--- src/hdl/rms_level_meter_peak_decay_macros.svh ---
// assertion macros for the rms level meter
`ifndef RMS_LEVEL_METER_PEAK_DECAY_MACROS_SVH
`define RMS_LEVEL_METER_PEAK_DECAY_MACROS_SVH

// same-cycle implication
`define RLM_ASSERT_IMPLIES(label, clk, rst_n, cond, prop) \
    label: assert property (@(posedge clk) disable iff (!rst_n) (cond) |-> (prop)) \
        else $error("rms level meter: check failed");

// next-cycle implication
`define RLM_ASSERT_NEXT(label, clk, rst_n, cond, prop) \
    label: assert property (@(posedge clk) disable iff (!rst_n) (cond) |=> (prop)) \
        else $error("rms level meter: check failed");

`endif

--- src/hdl/rmslm_pkg.sv ---
// shared types and constants of the rms level meter
`default_nettype none

package rmslm_pkg;

    localparam int SUM_W     = 43;
    localparam int ROOT_W    = (SUM_W + 1) / 2;
    localparam int ITER_W    = $clog2(SUM_W);
    localparam int RMS_W     = ROOT_W + 8;
    localparam int CFG_IDX_W = 1;
    localparam int CFG_W     = 16;

    localparam logic [15:0] FULL_SCALE  = 16'h8000;
    localparam logic [15:0] DECAY_RESET = 16'd62259;
    localparam logic [15:0] GAIN_RESET  = 16'd1280;

    localparam logic [CFG_IDX_W-1:0] REG_DECAY = 1'b0;
    localparam logic [CFG_IDX_W-1:0] REG_GAIN  = 1'b1;

    typedef struct packed {
        logic take;
        logic square;
        logic acc;
        logic div_load;
        logic div_step;
        logic root_load;
        logic root_step;
        logic env_upd;
        logic lvl_calc;
        logic out_load;
    } t_cmd;

    typedef struct packed {
        logic close;
        logic out_free;
    } t_status;

endpackage

`default_nettype wire

--- src/hdl/rms_level_meter_peak_decay.sv ---
// top level of the rms level meter with peak-hold envelope and decay
`default_nettype none

// Takes one signed sample per request and closes a block on last, or when the
// block reaches MAX_BLOCK samples. A sample that does not close a block goes
// through accept, square and accumulate. A closing sample then goes through
// the bit-serial divider (one quotient bit per cycle over the 43-bit sum), the
// root load, the bit-serial integer square root (one root bit per cycle), the
// envelope update, the gain multiply and the output load, which registers its
// result. The result sits in an output register, so the next block is
// accepted while it waits to be taken; a second result waits in the controller
// until the first is gone. Configuration writes take effect at once.
module rms_level_meter_peak_decay #(
    parameter int MAX_BLOCK   = 4096,
    parameter int SAMPLE_BITS = 16
) (
    input  wire                             i_clk,
    input  wire                             i_rst_n,
    input  wire                             i_cfg_we,
    input  wire  [rmslm_pkg::CFG_IDX_W-1:0] i_cfg_idx,
    input  wire  [rmslm_pkg::CFG_W-1:0]     i_cfg_data,
    input  wire                             i_valid,
    output logic                            o_ready,
    input  wire  signed [SAMPLE_BITS-1:0]   i_sample,
    input  wire                             i_last,
    output logic                            o_valid,
    input  wire                             i_ready,
    output logic [15:0]                     o_level,
    output logic [15:0]                     o_envelope
);
    import rmslm_pkg::*;

    t_cmd    w_cmd;
    t_status w_status;

    rmslm_ctrl u_ctrl (
        .i_clk    (i_clk),
        .i_rst_n  (i_rst_n),
        .i_valid  (i_valid),
        .o_ready  (o_ready),
        .i_status (w_status),
        .o_cmd    (w_cmd)
    );

    rmslm_dp #(
        .MAX_BLOCK   (MAX_BLOCK),
        .SAMPLE_BITS (SAMPLE_BITS)
    ) u_dp (
        .i_clk      (i_clk),
        .i_rst_n    (i_rst_n),
        .i_cfg_we   (i_cfg_we),
        .i_cfg_idx  (i_cfg_idx),
        .i_cfg_data (i_cfg_data),
        .i_sample   (i_sample),
        .i_last     (i_last),
        .i_cmd      (w_cmd),
        .o_status   (w_status),
        .i_ready    (i_ready),
        .o_valid    (o_valid),
        .o_level    (o_level),
        .o_envelope (o_envelope)
    );

endmodule

`default_nettype wire

--- src/hdl/rmslm_ctrl.sv ---
// sequencing state machine of the rms level meter
`default_nettype none
`include "rms_level_meter_peak_decay_macros.svh"

module rmslm_ctrl (
    input  wire                i_clk,
    input  wire                i_rst_n,
    input  wire                i_valid,
    output logic               o_ready,
    input  rmslm_pkg::t_status i_status,
    output rmslm_pkg::t_cmd    o_cmd
);
    import rmslm_pkg::*;

    typedef enum logic [8:0] {
        S_IDLE      = 9'b000000001,
        S_SQR       = 9'b000000010,
        S_ACC       = 9'b000000100,
        S_DIV       = 9'b000001000,
        S_ROOT_INIT = 9'b000010000,
        S_ROOT      = 9'b000100000,
        S_ENV       = 9'b001000000,
        S_LVL       = 9'b010000000,
        S_OUT       = 9'b100000000
    } t_state;

    localparam logic [ITER_W-1:0] LAST_DIV  = ITER_W'(SUM_W - 1);
    localparam logic [ITER_W-1:0] LAST_ROOT = ITER_W'(ROOT_W - 1);

    t_state            r_state, n_state;
    logic [ITER_W-1:0] r_iter, n_iter;

    always_comb begin
        n_state = r_state;
        n_iter  = r_iter;
        o_cmd   = '0;
        case (r_state)
            S_IDLE: begin
                if (i_valid) begin
                    o_cmd.take = 1'b1;
                    n_state    = S_SQR;
                end
            end
            S_SQR: begin
                o_cmd.square = 1'b1;
                n_state      = S_ACC;
            end
            S_ACC: begin
                o_cmd.acc = 1'b1;
                n_iter    = '0;
                if (i_status.close) begin
                    o_cmd.div_load = 1'b1;
                    n_state        = S_DIV;
                end else begin
                    n_state = S_IDLE;
                end
            end
            S_DIV: begin
                o_cmd.div_step = 1'b1;
                if (r_iter == LAST_DIV) begin
                    n_iter  = '0;
                    n_state = S_ROOT_INIT;
                end else begin
                    n_iter = r_iter + 1'b1;
                end
            end
            S_ROOT_INIT: begin
                o_cmd.root_load = 1'b1;
                n_state         = S_ROOT;
            end
            S_ROOT: begin
                o_cmd.root_step = 1'b1;
                if (r_iter == LAST_ROOT) begin
                    n_iter  = '0;
                    n_state = S_ENV;
                end else begin
                    n_iter = r_iter + 1'b1;
                end
            end
            S_ENV: begin
                o_cmd.env_upd = 1'b1;
                n_state       = S_LVL;
            end
            S_LVL: begin
                o_cmd.lvl_calc = 1'b1;
                n_state        = S_OUT;
            end
            S_OUT: begin
                if (i_status.out_free) begin
                    o_cmd.out_load = 1'b1;
                    n_state        = S_IDLE;
                end
            end
            default: begin
                n_state = S_IDLE;
                n_iter  = '0;
            end
        endcase
    end

    always_ff @(posedge i_clk) begin
        if (!i_rst_n) begin
            r_state <= S_IDLE;
            r_iter  <= '0;
        end else begin
            r_state <= n_state;
            r_iter  <= n_iter;
        end
    end

    assign o_ready = (r_state == S_IDLE);

    `RLM_ASSERT_NEXT(a_busy_after_take, i_clk, i_rst_n, o_cmd.take, !o_ready)
    `RLM_ASSERT_NEXT(a_root_after_div, i_clk, i_rst_n,
        r_state == S_DIV && r_iter == LAST_DIV, r_state == S_ROOT_INIT)
    `RLM_ASSERT_NEXT(a_out_holds, i_clk, i_rst_n,
        r_state == S_OUT && !i_status.out_free, r_state == S_OUT)

endmodule

`default_nettype wire

--- src/hdl/rmslm_dp.sv ---
// datapath: square-accumulate, serial divider, serial root, envelope and gain
`default_nettype none
`include "rms_level_meter_peak_decay_macros.svh"

module rmslm_dp #(
    parameter int MAX_BLOCK   = 4096,
    parameter int SAMPLE_BITS = 16
) (
    input  wire                                  i_clk,
    input  wire                                  i_rst_n,
    input  wire                                  i_cfg_we,
    input  wire  [rmslm_pkg::CFG_IDX_W-1:0]      i_cfg_idx,
    input  wire  [rmslm_pkg::CFG_W-1:0]          i_cfg_data,
    input  wire  signed [SAMPLE_BITS-1:0]        i_sample,
    input  wire                                  i_last,
    input  rmslm_pkg::t_cmd                      i_cmd,
    output rmslm_pkg::t_status                   o_status,
    input  wire                                  i_ready,
    output logic                                 o_valid,
    output logic [15:0]                          o_level,
    output logic [15:0]                          o_envelope
);
    import rmslm_pkg::*;

    localparam int CNT_W = $clog2(MAX_BLOCK + 1);
    localparam int SQ_W  = (2 * SAMPLE_BITS > SUM_W) ? 2 * SAMPLE_BITS : SUM_W;
    localparam int SH_L  = (SAMPLE_BITS < 16) ? 16 - SAMPLE_BITS : 0;
    localparam int SH_R  = (SAMPLE_BITS > 16) ? SAMPLE_BITS - 16 : 0;
    localparam logic [CNT_W-1:0] CNT_MAX = CNT_W'(MAX_BLOCK);

    logic [15:0]            r_decay, r_gain;
    logic [SAMPLE_BITS-1:0] r_sample;
    logic                   r_last;
    logic [SUM_W-1:0]       r_sq;
    logic [SUM_W-1:0]       r_sum;
    logic [CNT_W-1:0]       r_cnt;
    logic [SUM_W-1:0]       r_quo;
    logic [CNT_W-1:0]       r_den, r_rem;
    logic [SUM_W-1:0]       r_v, r_bit;
    logic [SUM_W:0]         r_res;
    logic [15:0]            r_env;
    logic [31:0]            r_prod;
    logic                   r_valid;
    logic [15:0]            r_level;
    logic [15:0]            r_out_env;

    logic [SAMPLE_BITS-1:0]   w_mag;
    logic [2*SAMPLE_BITS-1:0] w_sq;
    logic [SQ_W-1:0]          w_sq_ext;
    logic [SUM_W-1:0]         w_sum_new;
    logic [CNT_W-1:0]         w_cnt_new;
    logic [CNT_W:0]           w_trial, w_diff;
    logic                     w_qbit;
    logic [SUM_W:0]           w_rtrial;
    logic                     w_rfit;
    logic [RMS_W-1:0]         w_rms_wide;
    logic [15:0]              w_rms;
    logic [31:0]              w_decay_prod;
    logic [23:0]              w_lvl_wide;
    logic [15:0]              w_lvl;

    // magnitude and square
    assign w_mag    = r_sample[SAMPLE_BITS-1] ? (SAMPLE_BITS'(0) - r_sample) : r_sample;
    assign w_sq     = w_mag * w_mag;
    assign w_sq_ext = SQ_W'(w_sq);

    assign w_sum_new = r_sum + r_sq;
    assign w_cnt_new = r_cnt + 1'b1;

    // restoring divider step
    assign w_trial = {r_rem, r_quo[SUM_W-1]};
    assign w_qbit  = (w_trial >= {1'b0, r_den});
    assign w_diff  = w_trial - {1'b0, r_den};

    // root step
    assign w_rtrial = r_res + {1'b0, r_bit};
    assign w_rfit   = ({1'b0, r_v} >= w_rtrial);

    assign w_rms_wide   = (RMS_W'(r_res[ROOT_W-1:0]) << SH_L) >> SH_R;
    assign w_rms        = (w_rms_wide > RMS_W'(FULL_SCALE)) ? FULL_SCALE
                                                            : w_rms_wide[15:0];
    assign w_decay_prod = r_env * r_decay;

    assign w_lvl_wide = r_prod[31:8];
    assign w_lvl      = (w_lvl_wide > 24'(FULL_SCALE)) ? FULL_SCALE : w_lvl_wide[15:0];

    assign o_status.close    = r_last || (w_cnt_new >= CNT_MAX);
    assign o_status.out_free = !r_valid || i_ready;

    // control state
    always_ff @(posedge i_clk) begin
        if (!i_rst_n) begin
            r_decay <= DECAY_RESET;
            r_gain  <= GAIN_RESET;
            r_sum   <= '0;
            r_cnt   <= '0;
            r_env   <= '0;
            r_valid <= 1'b0;
        end else begin
            if (i_cfg_we) begin
                case (i_cfg_idx)
                    REG_DECAY: r_decay <= i_cfg_data;
                    REG_GAIN:  r_gain  <= i_cfg_data;
                    default: ;
                endcase
            end
            if (i_cmd.acc) begin
                if (i_cmd.div_load) begin
                    r_sum <= '0;
                    r_cnt <= '0;
                end else begin
                    r_sum <= w_sum_new;
                    r_cnt <= w_cnt_new;
                end
            end
            if (i_cmd.env_upd) begin
                r_env <= (w_rms > r_env) ? w_rms : w_decay_prod[31:16];
            end
            if (i_cmd.out_load) begin
                r_valid <= 1'b1;
            end else if (i_ready) begin
                r_valid <= 1'b0;
            end
        end
    end

    // payload
    always_ff @(posedge i_clk) begin
        if (i_cmd.take) begin
            r_sample <= i_sample;
            r_last   <= i_last;
        end
        if (i_cmd.square) begin
            r_sq <= w_sq_ext[SUM_W-1:0];
        end
        if (i_cmd.div_load) begin
            r_quo <= w_sum_new;
            r_den <= w_cnt_new;
            r_rem <= '0;
        end else if (i_cmd.div_step) begin
            r_quo <= {r_quo[SUM_W-2:0], w_qbit};
            r_rem <= w_qbit ? w_diff[CNT_W-1:0] : w_trial[CNT_W-1:0];
        end
        if (i_cmd.root_load) begin
            r_v   <= r_quo;
            r_res <= '0;
            r_bit <= {1'b1, {(SUM_W-1){1'b0}}};
        end else if (i_cmd.root_step) begin
            if (w_rfit) begin
                r_v   <= r_v - w_rtrial[SUM_W-1:0];
                r_res <= (r_res >> 1) + {1'b0, r_bit};
            end else begin
                r_res <= r_res >> 1;
            end
            r_bit <= r_bit >> 2;
        end
        if (i_cmd.lvl_calc) begin
            r_prod <= r_env * r_gain;
        end
        if (i_cmd.out_load) begin
            r_level   <= w_lvl;
            r_out_env <= r_env;
        end
    end

    assign o_valid    = r_valid;
    assign o_level    = r_level;
    assign o_envelope = r_out_env;

    `RLM_ASSERT_IMPLIES(a_no_overwrite, i_clk, i_rst_n, i_cmd.out_load, !r_valid || i_ready)
    `RLM_ASSERT_IMPLIES(a_rem_below_den, i_clk, i_rst_n, i_cmd.div_step, r_rem < r_den)
    `RLM_ASSERT_IMPLIES(a_env_range, i_clk, i_rst_n, 1'b1, r_env <= FULL_SCALE)
    `RLM_ASSERT_IMPLIES(a_cnt_range, i_clk, i_rst_n, 1'b1, r_cnt < CNT_MAX)

endmodule

`default_nettype wire
--- config.mk ---
export PLATFORM = sky130hd
export DESIGN_NAME = rms_level_meter_peak_decay
export DESIGN_NICKNAME = d
export VERILOG_FILES = /design/src/hdl/rmslm_pkg.sv /design/src/hdl/rms_level_meter_peak_decay.sv /design/src/hdl/rmslm_ctrl.sv /design/src/hdl/rmslm_dp.sv
export VERILOG_INCLUDE_DIRS = /design/src /design/src/hdl
export SDC_FILE = /design/constraint.sdc
export NUM_CORES = 2
export LEC_CHECK = 0
export CAP_MARGIN = 25
export CORE_MARGIN = 1.5
export CORE_UTILIZATION = 50
export CTS_CLUSTER_SIZE = 28
export DETAILED_ROUTE_END_ITERATION = 10
export DONT_BUFFER_PORTS = 1
export PLACE_DENSITY = 0.68
export SYNTH_ARGS = -nofsm -noshare
export SYNTH_HDL_FRONTEND = slang
export SYNTH_SLANG_ARGS = --single-unit
--- constraint.sdc ---
create_clock -name i_clk -period 10 [get_ports i_clk]
set_input_delay 1 -clock i_clk [delete_from_list [all_inputs] [get_ports i_clk]]
set_output_delay 1 -clock i_clk [all_outputs]
set_load 0.02 [all_outputs]
==> out/metrics.yaml <==
clock_network:
  max-clock-path-buffers: 3
  post_cts.repair.setup_buffers: 0
  clock_tree_from_tritoncts: "done"
  cts_root_buf: "sky130_fd_sc_hd__clkbuf_16"
  tritoncts_num_sinks: 402
  clk_latency_ps: 630
  clock_tree.htree_level_count: 2
  post_cts_hold_buffer_count: 0
  numCtsBuffers: 48
  cts_resized: 0
  clk_pin_slew_worst_paths_ps: 60
synthesis:
  synth_top_cell_area_share: 0.241
  netlist.top_cell.by_area: "sky130_fd_sc_hd__fa_1"
  post_synth_inst_count: 5121
  ys_ff_latch: 402
  post_synth_instance_area_sq_um: 45800
  postSynth.asyncResetShare: 0
  synth_sequential_area_ratio: 0.220
  synth_warnings: 0
  synth_flop_cell: "sky130_fd_sc_hd__edfxtp_1"
  yosys.cell_types.count: 97
  count_of_flip_flops_with_a_built_in_enable_after_synthesis: 203
  synth.top_cells.by_area: "sky130_fd_sc_hd__fa_1 24%, sky130_fd_sc_hd__edfxtp_1 13%, sky130_fd_sc_hd__ha_1 12%"
  synth_area_per_cell_sq_um: 8.95
layout:
  area.growth.synth_to_final_pct: 5.75
  antennaDiodeCount: 0
  drive_gt1_frac: 0.0395
  nNetsFinal: 6044
  stdcell_area_sq_um: 48500
  stdcell_count: 6214
sta:
  max_slew_margin: 0.280
  timing.final.crit_share: 0.905
  final.setup.tns_ps: 0
  unrepaired_setup_endpoints_after_global_routing: "false"
  fmaxAchievable_mhz: 111
  clock_skew_ps: 30.4
  setup_violations: 0
  worst_pin_slew_ps: 1070
  slew_violations: 0
  min_period_ps: 9050
  hold_viol: 0
global_routing:
  first_global_vias: 35100
  antenna_violations_before_repair: 0
  gr-total-overflow: 0
  grt_max_degree: 81
  wire_length_of_the_first_global_routing_pass_microns: 182000
  grt.total_usage: 0.238
worst_setup_path:
  criticalPathCategory: "reg2reg"
  crit_slowest_cell: "sky130_fd_sc_hd__fa_1"
  crit_path_max_fanout: 16
  worstPathArrival_ps: 9420
  critical_path.endpoint_type: "flip-flop"
  crit-reg2reg-launch: "u_dp.r_sample[0]$_DFFE_PP_"
  slowest_delay_ps: 540
  worst_setup_path_start_kind: "flip-flop"
  critical_path.n_buffers_inverters: 7
  worst-endpoint-required_ps: 10370
  startpoint: "u_dp.r_sample[0]$_DFFE_PP_"
  critical-path-top-delay-family: "adder cells"
detailed_routing:
  dr_total_vias: 34400
  pre_repair_dr_iteration_count: 5
  drc: 0
  ant_nets: 0
  route.detailed.wl_per_inst_microns: 17.5
  overall_routed_net_length_microns: 109000
  per_cell_via_count_in_the_routed_design: 5.53
  detailedRoute.firstIterationViolations: 2174
die:
  die_height_microns: 306
  pin_count: 73
  initial_utilization: 0.507
  fp.dieArea_sq_um: 93500
  floorplan.rows: 110
  coreArea_sq_um: 90400
  chipWidth_microns: 306
power:
  peakVddDrop_v: 0.000809
  power.density_nw_per_um2: 326
  total_leakage_power_nw: 22.1
status:
  outcome: "completed"
placement:
  placement.io_buffers: 0
  dpl.cell_count: 6124
  detailedPlacementHpwl_microns: 82900
  dpl-instance-area_sq_um: 46800
  place_congestion: 0.916
run:
  max-cap-violations: 0
hold_path:
  hold_path.class: "in2reg"
  timing.hold.worst.start: "i_rst_n"
metrics by stage:
stage           util  setup slack (ps)  power, mW  hold slack [ps]
3_3_place_gp   0.517              1240       13.8              455
2_1_floorplan      -              1900       11.9              406
5_1_grt        0.536               332       17.7              417
6_report       0.536               953       15.8              446
3_5_place_dp   0.518              1020       14.1              463
4_1_cts        0.536               989       16.0              411
registers in the layout (all words and copies together), names as in the netlist, 22 cells and up:
| register | flops |
|---|---|
| u_dp.r_res | 44 |
| u_dp.r_quo | 43 |
| u_dp.r_sum | 43 |
| u_dp.r_v | 43 |
| u_dp.r_sq | 31 |
| u_dp.r_prod | 24 |
| u_dp.r_bit | 22 |
worst paths after layout:
check,cells past startpoint,to,slack (ps)
worst max-delay path,29,u_dp.r_sq[30]$_DFFE_PP_,950
worst min-delay path,1,u_ctrl.r_state[0]$_SDFFE_PN1P_,450
worst max register to register,29,u_dp.r_sq[30]$_DFFE_PP_,950
worst min register to register,2,u_dp.r_rem[12]$_SDFFE_PP0P_,490
power breakdown:
group / switching, mW / total (mW) / internal [mW]
registers: 0.0764 / 2.56 / 2.49
logic: 6.36 / 11.5 / 5.09
clock network: 0.772 / 1.80 / 1.03
routing by layer:
metal	routed length, microns	global-route usage	share of wire
met3	6050	0.0334	0.056
met4	2460	0.0612	0.023
met2	50700	0.390	0.47
met1	49600	0.332	0.46
met5	0	0	0
cells in the mapped netlist, types with 10 or more instances:
master and n:
sky130_fd_sc_hd__inv_1 738, sky130_fd_sc_hd__nand2_1 727, sky130_fd_sc_hd__fa_1 551, sky130_fd_sc_hd__ha_1 454, sky130_fd_sc_hd__nor2_1 301, sky130_fd_sc_hd__a21oi_1 282, sky130_fd_sc_hd__and2_1 216, sky130_fd_sc_hd__o21ai_0 210
sky130_fd_sc_hd__clkbuf_1 203, sky130_fd_sc_hd__edfxtp_1 203, sky130_fd_sc_hd__dfxtp_1 199, sky130_fd_sc_hd__xnor2_1 137, sky130_fd_sc_hd__xor2_1 114, sky130_fd_sc_hd__nand3_1 83, sky130_fd_sc_hd__a21o_1 78, sky130_fd_sc_hd__a31oi_1 51
sky130_fd_sc_hd__nor3_1 48, sky130_fd_sc_hd__and3_1 37, sky130_fd_sc_hd__nand4_1 33, sky130_fd_sc_hd__a211oi_1 30, sky130_fd_sc_hd__nor2b_1 29, sky130_fd_sc_hd__o21a_1 29, sky130_fd_sc_hd__nand2b_1 25, sky130_fd_sc_hd__o21bai_1 25
sky130_fd_sc_hd__mux2i_1 23, sky130_fd_sc_hd__nand3b_1 19, sky130_fd_sc_hd__or3_1 16, sky130_fd_sc_hd__nor4_1 15, sky130_fd_sc_hd__buf_2 13, sky130_fd_sc_hd__mux2_2 13, sky130_fd_sc_hd__o21ai_1 13, sky130_fd_sc_hd__o31ai_1 13
sky130_fd_sc_hd__a21boi_0 10
placed cells by master, fill, tap and decap left out, drive strengths merged, types with 23 or more instances in the layout:
| master | instances |
|---|---|
| dfxtp | 199 |
| o21ai | 226 |
| nand3 | 83 |
| ha | 454 |
| nand2 | 728 |
| nand2b | 25 |
| and2 | 216 |
| inv | 746 |
| xor2 | 114 |
| o21bai | 26 |
| mux2i | 23 |
| nand4 | 33 |
| xnor2 | 138 |
| nor2b | 29 |
| buf | 46 |
| a21o | 78 |
| a21oi | 287 |
| fa | 551 |
| and3 | 39 |
| edfxtp | 203 |
| clkbuf | 61 |
| nor3 | 49 |
| o21a | 29 |
| nor2 | 301 |
| a31oi | 51 |
| a211oi | 33 |
kinds of logic after synthesis:
family	share of synthesized area
buf+inv	0.0809
compound gates	0.118
other cells	0.000164
flops	0.220
mux	0.00887
xor+xnor	0.0483
fa+ha+maj	0.365
simple gates	0.159
area by class of cell:
class / instances / area, sq um
Multi-Input combinational cell: 3756 / 32100
Clock inverter: 27 / 297
Timing Repair Buffer: 46 / 378
Inverter: 746 / 2800
Sequential cell: 402 / 10100
Clock buffer: 61 / 1320
Fill cell: 8198 / 42000
Tap cell: 1176 / 1470
(Power assumes the default switching activity.)
